**src/rtl/core/ilrre_pkg.sv**
```systemverilog
// Shared types and constants for the integer list run/range encoder.
package ilrre_pkg;

  // Fixed field widths of the token channel
  localparam int unsigned OUT_VALUE_W = 32;
  localparam int unsigned RUN_LEN_W   = 16;
  localparam int unsigned BUNDLE_MAX  = 3;
  localparam int unsigned BUNDLE_CW   = 2;

  // Pending-run state
  typedef enum logic [1:0] {
    MODE_EMPTY = 2'd0,
    MODE_ONE   = 2'd1,
    MODE_EQ    = 2'd2,
    MODE_ASC   = 2'd3
  } run_mode_t;

  // Token kinds
  typedef enum logic [1:0] {
    KIND_SINGLE = 2'd0,
    KIND_REPEAT = 2'd1,
    KIND_RANGE  = 2'd2
  } token_kind_t;

  typedef struct packed {
    token_kind_t              kind;
    logic [OUT_VALUE_W-1:0]   first_value;
    logic [OUT_VALUE_W-1:0]   range_end;
    logic [RUN_LEN_W-1:0]     repeat_count;
    logic                     item_done;
    logic                     list_done;
  } token_t;

  // All tokens caused by one input item, slot 0 first
  typedef struct packed {
    logic [BUNDLE_CW-1:0]       cnt;
    token_t [BUNDLE_MAX-1:0]    tok;
  } bundle_t;

endpackage

```
**src/rtl/core/ilrre_core.sv**
```systemverilog
// Run tracking state and per-item token generation.
module ilrre_core #(
  parameter int unsigned MAX_RUN    = 65535,
  parameter int unsigned VALUE_BITS = 32
) (
  input  logic                 clk,
  input  logic                 rst_n,
  input  logic                 acc,
  input  logic signed [31:0]   in_value,
  input  logic                 in_last_value,
  output ilrre_pkg::bundle_t   bundle
);

  localparam int unsigned VW        = VALUE_BITS;
  localparam int unsigned LIM_CLAMP = (MAX_RUN > 65535) ? 65535 :
                                      ((MAX_RUN < 3) ? 3 : MAX_RUN);
  localparam logic [ilrre_pkg::RUN_LEN_W-1:0] RUN_LIMIT =
    ilrre_pkg::RUN_LEN_W'(LIM_CLAMP);
  localparam logic [VW-1:0] SMAX = {1'b0, {(VW-1){1'b1}}};

  typedef struct packed {
    logic [1:0]        cnt;
    ilrre_pkg::token_t t0;
    ilrre_pkg::token_t t1;
  } pair_t;

  // Tokens that close out a pending run
  function automatic pair_t flush_run(ilrre_pkg::run_mode_t m, logic [VW-1:0] s,
                                      logic [VW-1:0] p,
                                      logic [ilrre_pkg::RUN_LEN_W-1:0] len);
    pair_t r;
    r = '0;
    r.t0.first_value = ilrre_pkg::OUT_VALUE_W'(s);
    r.t1.first_value = ilrre_pkg::OUT_VALUE_W'(p);
    unique case (m)
      ilrre_pkg::MODE_EMPTY: begin
        r.cnt = 2'd0;
      end
      ilrre_pkg::MODE_ONE: begin
        r.cnt = 2'd1;
        r.t0.kind = ilrre_pkg::KIND_SINGLE;
      end
      ilrre_pkg::MODE_EQ: begin
        r.cnt = 2'd1;
        r.t0.kind = ilrre_pkg::KIND_REPEAT;
        r.t0.repeat_count = len;
      end
      ilrre_pkg::MODE_ASC: begin
        if (len <= ilrre_pkg::RUN_LEN_W'(2)) begin
          r.cnt = 2'd2;
          r.t0.kind = ilrre_pkg::KIND_SINGLE;
          r.t1.kind = ilrre_pkg::KIND_SINGLE;
        end else begin
          r.cnt = 2'd1;
          r.t0.kind = ilrre_pkg::KIND_RANGE;
          r.t0.range_end = ilrre_pkg::OUT_VALUE_W'(p);
        end
      end
    endcase
    return r;
  endfunction

  ilrre_pkg::run_mode_t              mode_r, mode_nxt, mode_a;
  logic [VW-1:0]                     start_r, start_nxt, start_a;
  logic [VW-1:0]                     prev_r, prev_nxt, prev_a;
  logic [ilrre_pkg::RUN_LEN_W-1:0]   len_r, len_nxt, len_a;

  logic [VW-1:0] v;
  logic [VW-1:0] prev_inc;
  logic          eq, step, flush_old, below_lim;
  pair_t         fa, fb;
  logic [1:0]    n_a, n_b;

  assign v         = VW'($unsigned(in_value));
  assign prev_inc  = prev_r + VW'(1);
  assign eq        = (v == prev_r);
  // +1 step, never across the top of the signed range
  assign step      = (prev_inc == v) && (prev_r != SMAX);
  assign below_lim = (len_r < RUN_LIMIT);

  // State register
  always_ff @(posedge clk) begin
    if (!rst_n) begin
      mode_r  <= ilrre_pkg::MODE_EMPTY;
      start_r <= '0;
      prev_r  <= '0;
      len_r   <= '0;
    end else if (acc) begin
      mode_r  <= mode_nxt;
      start_r <= start_nxt;
      prev_r  <= prev_nxt;
      len_r   <= len_nxt;
    end
  end

  // Run extension or restart
  always_comb begin
    mode_a    = ilrre_pkg::MODE_ONE;
    start_a   = v;
    prev_a    = v;
    len_a     = ilrre_pkg::RUN_LEN_W'(1);
    flush_old = 1'b0;
    unique case (mode_r)
      ilrre_pkg::MODE_EMPTY: begin
        flush_old = 1'b0;
      end
      ilrre_pkg::MODE_ONE: begin
        if (eq) begin
          mode_a  = ilrre_pkg::MODE_EQ;
          start_a = start_r;
          prev_a  = prev_r;
          len_a   = ilrre_pkg::RUN_LEN_W'(2);
        end else if (step) begin
          mode_a  = ilrre_pkg::MODE_ASC;
          start_a = start_r;
          len_a   = ilrre_pkg::RUN_LEN_W'(2);
        end else begin
          flush_old = 1'b1;
        end
      end
      ilrre_pkg::MODE_EQ: begin
        if (eq && below_lim) begin
          mode_a  = ilrre_pkg::MODE_EQ;
          start_a = start_r;
          prev_a  = prev_r;
          len_a   = len_r + ilrre_pkg::RUN_LEN_W'(1);
        end else begin
          flush_old = 1'b1;
        end
      end
      ilrre_pkg::MODE_ASC: begin
        if (step && below_lim) begin
          mode_a  = ilrre_pkg::MODE_ASC;
          start_a = start_r;
          len_a   = len_r + ilrre_pkg::RUN_LEN_W'(1);
        end else begin
          flush_old = 1'b1;
        end
      end
    endcase

    // End of list clears the run
    if (in_last_value) begin
      mode_nxt  = ilrre_pkg::MODE_EMPTY;
      start_nxt = '0;
      prev_nxt  = '0;
      len_nxt   = '0;
    end else begin
      mode_nxt  = mode_a;
      start_nxt = start_a;
      prev_nxt  = prev_a;
      len_nxt   = len_a;
    end
  end

  assign fa  = flush_run(mode_r, start_r, prev_r, len_r);
  assign fb  = flush_run(mode_a, start_a, prev_a, len_a);
  assign n_a = flush_old ? fa.cnt : 2'd0;
  assign n_b = in_last_value ? fb.cnt : 2'd0;

  // Pack old-run tokens ahead of end-of-list tokens, then flag the final one
  always_comb begin
    bundle     = '0;
    bundle.cnt = n_a + n_b;
    bundle.tok[0] = (n_a != 2'd0) ? fa.t0 : fb.t0;
    case (n_a)
      2'd2:    bundle.tok[1] = fa.t1;
      2'd1:    bundle.tok[1] = fb.t0;
      default: bundle.tok[1] = fb.t1;
    endcase
    case (n_a)
      2'd2:    bundle.tok[2] = fb.t0;
      default: bundle.tok[2] = fb.t1;
    endcase
    for (int i = 0; i < ilrre_pkg::BUNDLE_MAX; i++) begin
      bundle.tok[i].item_done = (bundle.cnt == ilrre_pkg::BUNDLE_CW'(i + 1));
      bundle.tok[i].list_done = in_last_value &&
                                (bundle.cnt == ilrre_pkg::BUNDLE_CW'(i + 1));
    end
  end

`ifndef NO_ASSERTIONS
  a_last_empties: assert property (@(posedge clk) disable iff (!rst_n)
    acc && in_last_value |=> mode_r == ilrre_pkg::MODE_EMPTY)
    else $error("run not cleared after end of list");
  a_run_pending: assert property (@(posedge clk) disable iff (!rst_n)
    acc && !in_last_value |=> mode_r != ilrre_pkg::MODE_EMPTY)
    else $error("no pending run after a non-final item");
`endif

endmodule

```
**src/rtl/core/ilrre_serializer.sv**
```systemverilog
// Token bundle register that hands tokens out one per transfer.
module ilrre_serializer (
  input  logic                clk,
  input  logic                rst_n,
  input  logic                load_valid,
  output logic                load_ready,
  input  ilrre_pkg::bundle_t  bundle,
  output logic                out_valid,
  input  logic                out_ready,
  output ilrre_pkg::token_t   token
);

  ilrre_pkg::token_t [ilrre_pkg::BUNDLE_MAX-1:0] tok_r, tok_nxt;
  logic [ilrre_pkg::BUNDLE_CW-1:0]               rem_r, rem_nxt;
  logic                                          pop, load;

  assign out_valid  = (rem_r != '0);
  assign token      = tok_r[0];
  assign pop        = out_valid && out_ready;
  // Free when empty or the final token leaves this cycle
  assign load_ready = (rem_r == '0) ||
                      ((rem_r == ilrre_pkg::BUNDLE_CW'(1)) && out_ready);
  assign load       = load_valid && load_ready;

  // Load a new bundle or shift toward slot 0
  always_comb begin
    tok_nxt = tok_r;
    rem_nxt = rem_r;
    if (load) begin
      tok_nxt = bundle.tok;
      rem_nxt = bundle.cnt;
    end else if (pop) begin
      tok_nxt[0] = tok_r[1];
      tok_nxt[1] = tok_r[2];
      rem_nxt    = rem_r - ilrre_pkg::BUNDLE_CW'(1);
    end
  end

  always_ff @(posedge clk) begin
    if (!rst_n) begin
      rem_r <= '0;
    end else begin
      rem_r <= rem_nxt;
    end
  end

  always_ff @(posedge clk) begin
    tok_r <= tok_nxt;
  end

`ifndef NO_ASSERTIONS
  a_load_when_free: assert property (@(posedge clk) disable iff (!rst_n)
    load |-> (rem_r == '0) || (rem_r == ilrre_pkg::BUNDLE_CW'(1) && pop))
    else $error("bundle loaded over pending tokens");
  a_done_on_last: assert property (@(posedge clk) disable iff (!rst_n)
    rem_r == ilrre_pkg::BUNDLE_CW'(1) |-> tok_r[0].item_done)
    else $error("final token of a bundle lacks item_done");
  a_no_early_done: assert property (@(posedge clk) disable iff (!rst_n)
    rem_r > ilrre_pkg::BUNDLE_CW'(1) |-> !tok_r[0].item_done && !tok_r[0].list_done)
    else $error("done flag before the final token of a bundle");
`endif

endmodule

```
**src/rtl/core/int_list_run_range_encoder_top.sv**
```systemverilog
// Top level of the integer list run/range encoder.
// Usage:
//   Input channel (in_valid/in_ready): one list integer per transfer, with
//   in_last_value set on the final integer of a list.
//   Token channel (out_valid/out_ready): single, repeat and range tokens in
//   list order; out_item_done marks the last token an input item caused,
//   out_list_done the final token of the list.
// Output: the tokens an input causes are loaded into the registered bundle
//   register when that input is transferred and leave it in slot order.
// Throughput: one input per cycle while each input causes at most one token
//   and out_ready is high; an input that causes more tokens (up to 3) holds
//   in_ready low until its final token is being taken; this is set by the
//   one-token-per-cycle bundle register feeding the output.
// Reset: rst_n (synchronous, active low) drops any pending run and any
//   buffered tokens; the next input starts a fresh list.
// Stall: while out_ready is low the buffered bundle holds and in_ready stays
//   low as long as any of its tokens is waiting; nothing is lost.
module int_list_run_range_encoder_top #(
  parameter int unsigned MAX_RUN    = 65535,
  parameter int unsigned VALUE_BITS = 32
) (
  input  logic                clk,
  input  logic                rst_n,
  input  logic                in_valid,
  output logic                in_ready,
  input  logic signed [31:0]  in_value,
  input  logic                in_last_value,
  output logic                out_valid,
  input  logic                out_ready,
  output logic [1:0]          out_token_kind,
  output logic signed [31:0]  out_first_value,
  output logic signed [31:0]  out_range_end,
  output logic [15:0]         out_repeat_count,
  output logic                out_item_done,
  output logic                out_list_done
);

  ilrre_pkg::bundle_t bundle;
  ilrre_pkg::token_t  token;
  logic               acc;

  assign acc = in_valid && in_ready;

  // Run tracking and token generation
  ilrre_core #(
    .MAX_RUN    (MAX_RUN),
    .VALUE_BITS (VALUE_BITS)
  ) u_core (
    .clk           (clk),
    .rst_n         (rst_n),
    .acc           (acc),
    .in_value      (in_value),
    .in_last_value (in_last_value),
    .bundle        (bundle)
  );

  // Token output register
  ilrre_serializer u_ser (
    .clk        (clk),
    .rst_n      (rst_n),
    .load_valid (in_valid),
    .load_ready (in_ready),
    .bundle     (bundle),
    .out_valid  (out_valid),
    .out_ready  (out_ready),
    .token      (token)
  );

  assign out_token_kind   = token.kind;
  assign out_first_value  = token.first_value;
  assign out_range_end    = token.range_end;
  assign out_repeat_count = token.repeat_count;
  assign out_item_done    = token.item_done;
  assign out_list_done    = token.list_done;

endmodule
```
**config.mk**
```make
export PLATFORM = sky130hd
export DESIGN_NAME = int_list_run_range_encoder_top
export DESIGN_NICKNAME = d
export VERILOG_FILES = /design/src/rtl/core/ilrre_pkg.sv /design/src/rtl/core/ilrre_core.sv /design/src/rtl/core/ilrre_serializer.sv /design/src/rtl/core/int_list_run_range_encoder_top.sv
export SDC_FILE = /design/constraint.sdc
export NUM_CORES = 1
export LEC_CHECK = 0
export BUFFER_PORTS_ARGS = -buffer_cell sky130_fd_sc_hd__buf_4
export CAP_MARGIN = 20
export CORE_MARGIN = 2
export CORE_UTILIZATION = 50
export DETAILED_ROUTE_END_ITERATION = 10
export PLACE_DENSITY = 0.78
export SLEW_MARGIN = 20
export SYNTH_ARGS = -nofsm -noshare
export SYNTH_HDL_FRONTEND = slang
export SYNTH_SLANG_ARGS = --single-unit
```
**constraint.sdc**
```tcl
create_clock -name clk -period 10.8 [get_ports clk]
set_input_delay 1.08 -clock clk [delete_from_list [all_inputs] [get_ports clk]]
set_output_delay 1.08 -clock clk [all_outputs]
set_load 0.005 [all_outputs]
```
======== Word-level counts from Yosys, hierarchy flattened ========
Index checks and enable logic that the tools add are counted.
W data, S select, Z words.
storage, ports and cells
  flip-flop bits (word level) ............. 336
  output and inout port bits .............. 86
operators by class
  equality and inequality tests ........... 15
  magnitude comparators ................... 3
  add/sub/neg operators ................... 4
  reduce and logical (&&, ||, !) cells .... 18
  muxes and demuxes ....................... 48
operators by type and width
  kind                     count
  $mux W32                 12
  $mux W168                2
  $pmux W84 S2             1
  $mux W16                 6
  $pmux W32 S3             1
  $mux W84                 1
  $mux W82                 1
  $eq A32 B32 Y1           2
  $pmux W32 S2             1
  $pmux W16 S3             1
  $add A32 B1 Y32 const B  1
  $le A16 B2 Y1 const B    2
  $ne A32 B31 Y1 const B   1
  $mux W2                  10
  $pmux W2 S3              3
  $add A16 B1 Y16 const B  1
  $lt A16 B16 Y1 const B   1
  $eq A2 B2 Y1 const B     7
  $eq A2 B1 Y1 const B     5
  $logic_and A1 B1 Y1      9
  $mux W4                  2
  $pmux W2 S2              2
  $logic_not A2 Y1         3
  $reduce_bool A2 Y1       3
  other kinds (6)          10

======== Depth between registers and ports, before layout ========
  word-level depth ........................ 14
  gate-level depth with buffers ........... 20
  depth with buffers taken out ............ 17

======== Hierarchy ========
Synthesis repeated with hierarchy kept, for this count alone.
second synthesis, totals
  cells, all modules ...................... 1828
  area total of the unflattened synthesis .. 19735.2 um^2
modules (own cells, without submodules)
  module                          cells each  times used  area an instance (um^2)
  ilrre_serializer                545         1           10864.2
  ilrre_core                      1282        1           8864.8
  int_list_run_range_encoder_top  1           1           6.3

======== Least setup slack after synthesis ========
OpenSTA, ideal clock, no wires.
  path kind ............................... input-to-reg
  start point ............................. input port in_value[2]
  end point ............................... register u_ser.tok_r[219] (netlist name), data pin
  path buffers ............................ 4
  arrival ................................. 4.776 ns
  library setup time ...................... 0.279 ns
  cell stages on the path ................. 15
  slack ................................... 5.745 ns
  required time ........................... 10.521 ns
  cells stage by stage .................... clkbuf_1 > xor2_1 > o211ai_1 > a21oi_1 > or4_1 > a211o_1 > or4b_1 > a21o_1 > a21oi_1 > a211o_1 > ha_1 > clkbuf_1 > clkbuf_1 > clkbuf_1 > mux2i_1
RTL lines
  element               line                                  source
  start, declared       int_list_run_range_encoder_top.sv:26  input logic signed [31:0] in_value,
  end signal, assigned  ilrre_serializer.sv:48                tok_r <= tok_nxt;
  end, declared         ilrre_serializer.sv:13                ilrre_pkg::token_t [ilrre_pkg::BUNDLE_MAX-1:0] tok_r, tok_nxt;

======== Worst setup path after layout ========
  start point ............................. register u_core.prev_r[1]
  end point ............................... register u_ser.tok_r[213] (netlist name), data pin
between the ends
  word-level cells in the longest chain between the ends .. 9
  elaborated cells on any way between the ends .. 31
RTL lines
  element                                                line                                  source
  start, declared                                        ilrre_core.sv:65                      logic [VW-1:0] prev_r, prev_nxt, prev_a;
  start signal, assigned                                 ilrre_core.sv:91                      prev_r <= prev_nxt;
  $add A32 B1 Y32                                        ilrre_core.sv:75                      assign prev_inc = prev_r + VW'(1);
  $eq A32 B32 Y1                                         ilrre_core.sv:78                      assign step = (prev_inc == v) && (prev_r != SMAX);
  $logic_and A1 B1 Y1                                    ilrre_core.sv:78
  $mux W2 / $logic_and A1 B1 Y1 (equally long branches)  ilrre_core.sv:113, ilrre_core.sv:132
  $mux W16, on equally long branches                     ilrre_core.sv:108, ilrre_core.sv:132
  $pmux W16 S3                                           ilrre_core.sv:103                     unique case (mode_r)
  $le A16 B2 Y1                                          ilrre_core.sv:49                      if (len <= ilrre_pkg::RUN_LEN_W'(2)) begin
  $mux W32                                               ilrre_core.sv:49
  $mux W32                                               ilrre_core.sv:35                      unique case (m)
Several ways; a longest one is shown, not always the timed one.
A chain may end at the register's enable or synchronous reset.

==> flow_summary.html <==
<table>
<tr><th>Metric</th><th>Value</th></tr>
<tr><th colspan="2">Run status</th></tr>
<tr><td>Result of the run</td><td>finished, final reports clean</td></tr>
<tr><th colspan="2">Cells and area</th></tr>
<tr><td>Final nets</td><td>~1900</td></tr>
<tr><td>Top library cells by usage in the layout, fill and taps aside</td><td>sky130_fd_sc_hd__nand2_1, sky130_fd_sc_hd__edfxtp_1, sky130_fd_sc_hd__buf_4, sky130_fd_sc_hd__o21ai_0, sky130_fd_sc_hd__a22oi_1</td></tr>
<tr><td>Diodes inserted</td><td>0</td></tr>
<tr><td>Layout overhead on the synthesized area</td><td>8.38%</td></tr>
<tr><td>Layout cell share with drive strength beyond 1</td><td>about an eighth</td></tr>
<tr><td>Most common library cell in the layout ignoring fill and taps</td><td>sky130_fd_sc_hd__nand2_1</td></tr>
<tr><td>Non-filler instance count after layout</td><td>between 2000 and 2500</td></tr>
<tr><td>Fill cells</td><td>roughly 3200</td></tr>
<tr><th colspan="2">Power and ir drop</th></tr>
<tr><td>Leak pwr</td><td>7.01 nW</td></tr>
<tr><td>Max rail drop VDD</td><td>approximately 0.00016 V</td></tr>
<tr><td>Power density over the cells</td><td>~180 mW/mm^2</td></tr>
<tr><th colspan="2">STA</th></tr>
<tr><td>Setup repair after global routing missed its margin</td><td>false</td></tr>
<tr><td>Final cycle utilization of the critical path</td><td>between 50% and 60%</td></tr>
<tr><td>Transition time at the pin with the least slew margin</td><td>roughly 1000 ps</td></tr>
<tr><td>Highest clock frequency the design can meet</td><td>0.154 GHz</td></tr>
<tr><td>Normalized max-slew margin</td><td>32.5%</td></tr>
<tr><td>Worst Hold Margin</td><td>~480 ps</td></tr>
<tr><td>Setup violation total in the final timing report</td><td>0</td></tr>
<tr><td>Final Critical Period</td><td>roughly 6500 ps</td></tr>
<tr><td>Accumulated negative setup slack</td><td>0 ps</td></tr>
<tr><td>Number of max-slew violations in the final report</td><td>0</td></tr>
<tr><td>Max Clock Skew</td><td>17.2 ps</td></tr>
<tr><td>Number of hold-slack violations in the final timing report</td><td>0</td></tr>
<tr><th colspan="2">Placed design</th></tr>
<tr><td>Number of input and output port buffers inserted</td><td>122</td></tr>
<tr><td>Sum of net half-perimeters after detailed placement</td><td>roughly 31000 um</td></tr>
<tr><td>Placed insts</td><td>between 2000 and 2500</td></tr>
<tr><td>Last weighted congestion value of the routability-driven placer</td><td>between 1 and 1.5</td></tr>
<tr><th colspan="2">Worst setup path</th></tr>
<tr><td>CP bufs+invs</td><td>1</td></tr>
<tr><td>Data required, critical path</td><td>11140 ps</td></tr>
<tr><td>Cell family with the largest share of critical-path delay</td><td>simple AND/OR/NAND/NOR gates</td></tr>
<tr><td>Delay of the slowest cell on the worst path</td><td>around 740 ps</td></tr>
<tr><td>Flop-to-flop setup slack</td><td>about 4300 ps</td></tr>
<tr><td>CP Capture Type</td><td>register</td></tr>
<tr><td>CP cell instances</td><td>ha_1 &gt; nand2_1 &gt; or4_1 &gt; nor4_2 &gt; o22ai_1 &gt; or4_1 &gt; or4b_1 &gt; a21o_1 &gt; a21oi_1 &gt; a211o_1 &gt; ha_2 &gt; buf_4 &gt; nand2_2 &gt; nor2_1</td></tr>
<tr><td>CP most frequent cell</td><td>sky130_fd_sc_hd__or4_1</td></tr>
<tr><td>Category of the worst setup path launch point</td><td>register</td></tr>
<tr><td>Highest net fanout along the worst path</td><td>34</td></tr>
<tr><td>WP data arrival</td><td>6820 ps</td></tr>
<tr><td>Type of the setup path with the least slack</td><td>register to register</td></tr>
<tr><td>Slowest stage cell, crit path</td><td>sky130_fd_sc_hd__ha_2</td></tr>
<tr><th colspan="2">Clocking</th></tr>
<tr><td>Number of buffers inserted during clock tree synthesis</td><td>37</td></tr>
<tr><td>Cts-stage hold buffer count</td><td>0</td></tr>
<tr><td>Master cell of the clock root buffer</td><td>sky130_fd_sc_hd__clkbuf_16</td></tr>
<tr><td>CTS tree</td><td>built</td></tr>
<tr><td>Buffers inserted during post-CTS setup optimization</td><td>0</td></tr>
<tr><td>Clock sink count</td><td>about 340</td></tr>
<tr><td>Clock latency at the later pin of the worst-skew pair</td><td>around 530 ps</td></tr>
<tr><td>H-tree depth</td><td>2</td></tr>
<tr><td>Number of gates resized after cts</td><td>0</td></tr>
<tr><td>Number of buffers on the longest clock path</td><td>3</td></tr>
<tr><td>Worst-path clk slew</td><td>60 ps</td></tr>
<tr><th colspan="2">Global route</th></tr>
<tr><td>Number of antenna violations at the first check in global routing</td><td>0</td></tr>
<tr><td>Vias in the first global route</td><td>~14000</td></tr>
<tr><td>Sum of overflow across all layers after global routing</td><td>0</td></tr>
<tr><td>Maximum number of pins on one net before global-route repair</td><td>about 120</td></tr>
<tr><td>Overall fraction of global-route tracks in use</td><td>about a quarter</td></tr>
<tr><td>First-pass GRT wire length</td><td>just under 80000 um</td></tr>
<tr><th colspan="2">Die</th></tr>
<tr><td>I/O Pins</td><td>approximately 120</td></tr>
<tr><td>Die width</td><td>a little under 200 um</td></tr>
<tr><td>Die extent in y</td><td>196 um</td></tr>
<tr><td>Initial cell density of the core</td><td>around half</td></tr>
<tr><td>Number of placement rows</td><td>70</td></tr>
<tr><td>Core region area</td><td>about 0.036 mm^2</td></tr>
<tr><td>Full die area</td><td>roughly 0.038 mm^2</td></tr>
<tr><th colspan="2">Synth</th></tr>
<tr><td>Number of instances in the synthesized netlist</td><td>roughly 1900</td></tr>
<tr><td>Async SR Flop Fraction</td><td>0%</td></tr>
<tr><td>Number of enable flip-flop cells after synthesis</td><td>252</td></tr>
<tr><td>Leading register cell type out of synthesis</td><td>sky130_fd_sc_hd__edfxtp_1</td></tr>
<tr><td>Area of the mapped netlist</td><td>roughly 0.018 mm^2</td></tr>
<tr><td>Unique cell type count in the Yosys netlist</td><td>73</td></tr>
<tr><td>Count of synthesis-stage warnings from yosys</td><td>0</td></tr>
<tr><td>Mean post-synth cell area</td><td>roughly 9.7 um^2</td></tr>
<tr><td>Number of nets produced by synthesis</td><td>~2000</td></tr>
<tr><td>Flop and latch count out of synthesis</td><td>about 340</td></tr>
<tr><td>Sequential share of the synthesized area</td><td>between 50% and 60%</td></tr>
<tr><th colspan="2">Route</th></tr>
<tr><td>Wire length per cell</td><td>21.4 um</td></tr>
<tr><td>Detail-routed via count per cell</td><td>6.27</td></tr>
<tr><td>Total number of vias</td><td>roughly 15000</td></tr>
<tr><td>Detailed-route wire length</td><td>about 50000 um</td></tr>
<tr><td>Remaining antenna violation count after routing</td><td>0</td></tr>
<tr><td>Total iterations of the first detailed-routing run</td><td>5</td></tr>
<tr><td>DR DRC count</td><td>0</td></tr>
<tr><td>Number of DRC markers in iteration 0</td><td>approximately 1600</td></tr>
<tr><th colspan="2">Run</th></tr>
<tr><td>Number of max-cap violations</td><td>0</td></tr>
<tr><th colspan="2">Hold path</th></tr>
<tr><td>Worst Hold Class</td><td>register to register</td></tr>
</table>
## cells in the mapped netlist, drive strengths merged, types with 35 or more instances
library cell / number / share of area, %
a21oi: 73 / 2.0
nor3b: 35 / 1.4
buf: 115 / 4.3
edfxtp: 252 / 41
dfxtp: 84 / 9.1
mux2i: 38 / 2.1
xnor2: 42 / 2.0
a22oi: 103 / 4.2
nor2: 96 / 2.0
nand2: 269 / 5.5
nand3: 53 / 1.6
o21a: 39 / 1.6
clkbuf: 130 / 2.7
o21ai: 178 / 4.8
and2: 48 / 1.6
## sequential cells by signal (all words and copies together), names as in the netlist
signal and count:
u_ser.rem_r 2, u_ser.tok_r 168, u_ser.token 84, u_core.len_r 16, u_core.prev_r 32, u_core.mode_r 2, u_core.start_r 32
## kinds of logic (layout without fill, tap and decap cells)
logic type | count (synthesis) | after routing | synth area share, %
compound gates | 507 | 507 | 17.7
xor+xnor | 68 | 68 | 3.35
flops | 336 | 336 | 50.3
simple gates | 665 | 665 | 18.0
mux | 39 | 39 | 2.13
buf+inv | 268 | 230 | 7.47
fa+ha+maj | 16 | 16 | 1.09
## where the power goes
| part | internal (mW) | total [mW] | switching (mW) |
|---|---|---|---|
| logic | 0.262 | 0.696 | 0.434 |
| clock network | 0.697 | 1.21 | 0.515 |
| registers | 1.69 | 1.78 | 0.0893 |
## cell type report
type	instances	area, um^2	area share, %
sequential	336	9250	46.4
multi-input combinational	1295	7820	39.2
timing repair buffer	139	1050	5.25
clock buffer	54	1040	5.23
tap	468	586	2.94
clock inverter	14	103	0.515
inverter	23	96.3	0.483
## routing by layer
| metal | vias up | part of all wire (%) | global-route usage [%] | routed length [um] |
|---|---|---|---|---|
| li1 | 6730 | - | - | - |
| met1 | 7075 | 43 | 35.4 | 21300 |
| met2 | 688 | 47 | 41.2 | 23500 |
| met3 | 102 | 7.3 | 2.87 | 3660 |
| met4 | 0 | 2.8 | 8.14 | 1400 |
| met5 | - | 0 | 0 | 0 |
## worst paths after layout
| path | from | to | cells after the start |
|---|---|---|---|
| worst max-delay path | u_core.prev_r[1] | u_ser.tok_r[213] | 14 |
| worst min-delay path | u_core.start_r[17] | u_core.start_r[17] | 2 |
| worst max register to register | u_core.prev_r[1] | u_ser.tok_r[213] | 14 |
| worst min register to register | u_core.start_r[17] | u_core.start_r[17] | 2 |
## per-stage QoR
| stage | total power [mW] | instance area (um^2) | util, % | worst slack (ps) |
|---|---|---|---|---|
| after detailed placement | 2.49 | 18800 | 51.5 | 4420 |
| after floorplan | 2.31 | 18400 | - | 5750 |
| after CTS | 3.70 | 19900 | 54.7 | 4380 |
| after global placement | 2.47 | 18800 | 51.5 | 4610 |
| final | 3.68 | 19900 | 54.7 | 4320 |
| after global routing | 3.84 | 19900 | 54.7 | 3970 |
## tightest hold or removal path, delay by kind of cell, from the launching register on
family	cells	cell delay (ps)
flops	1	340
simple gates	1	50
compound gates	1	50
(Power assumes the default switching activity.)
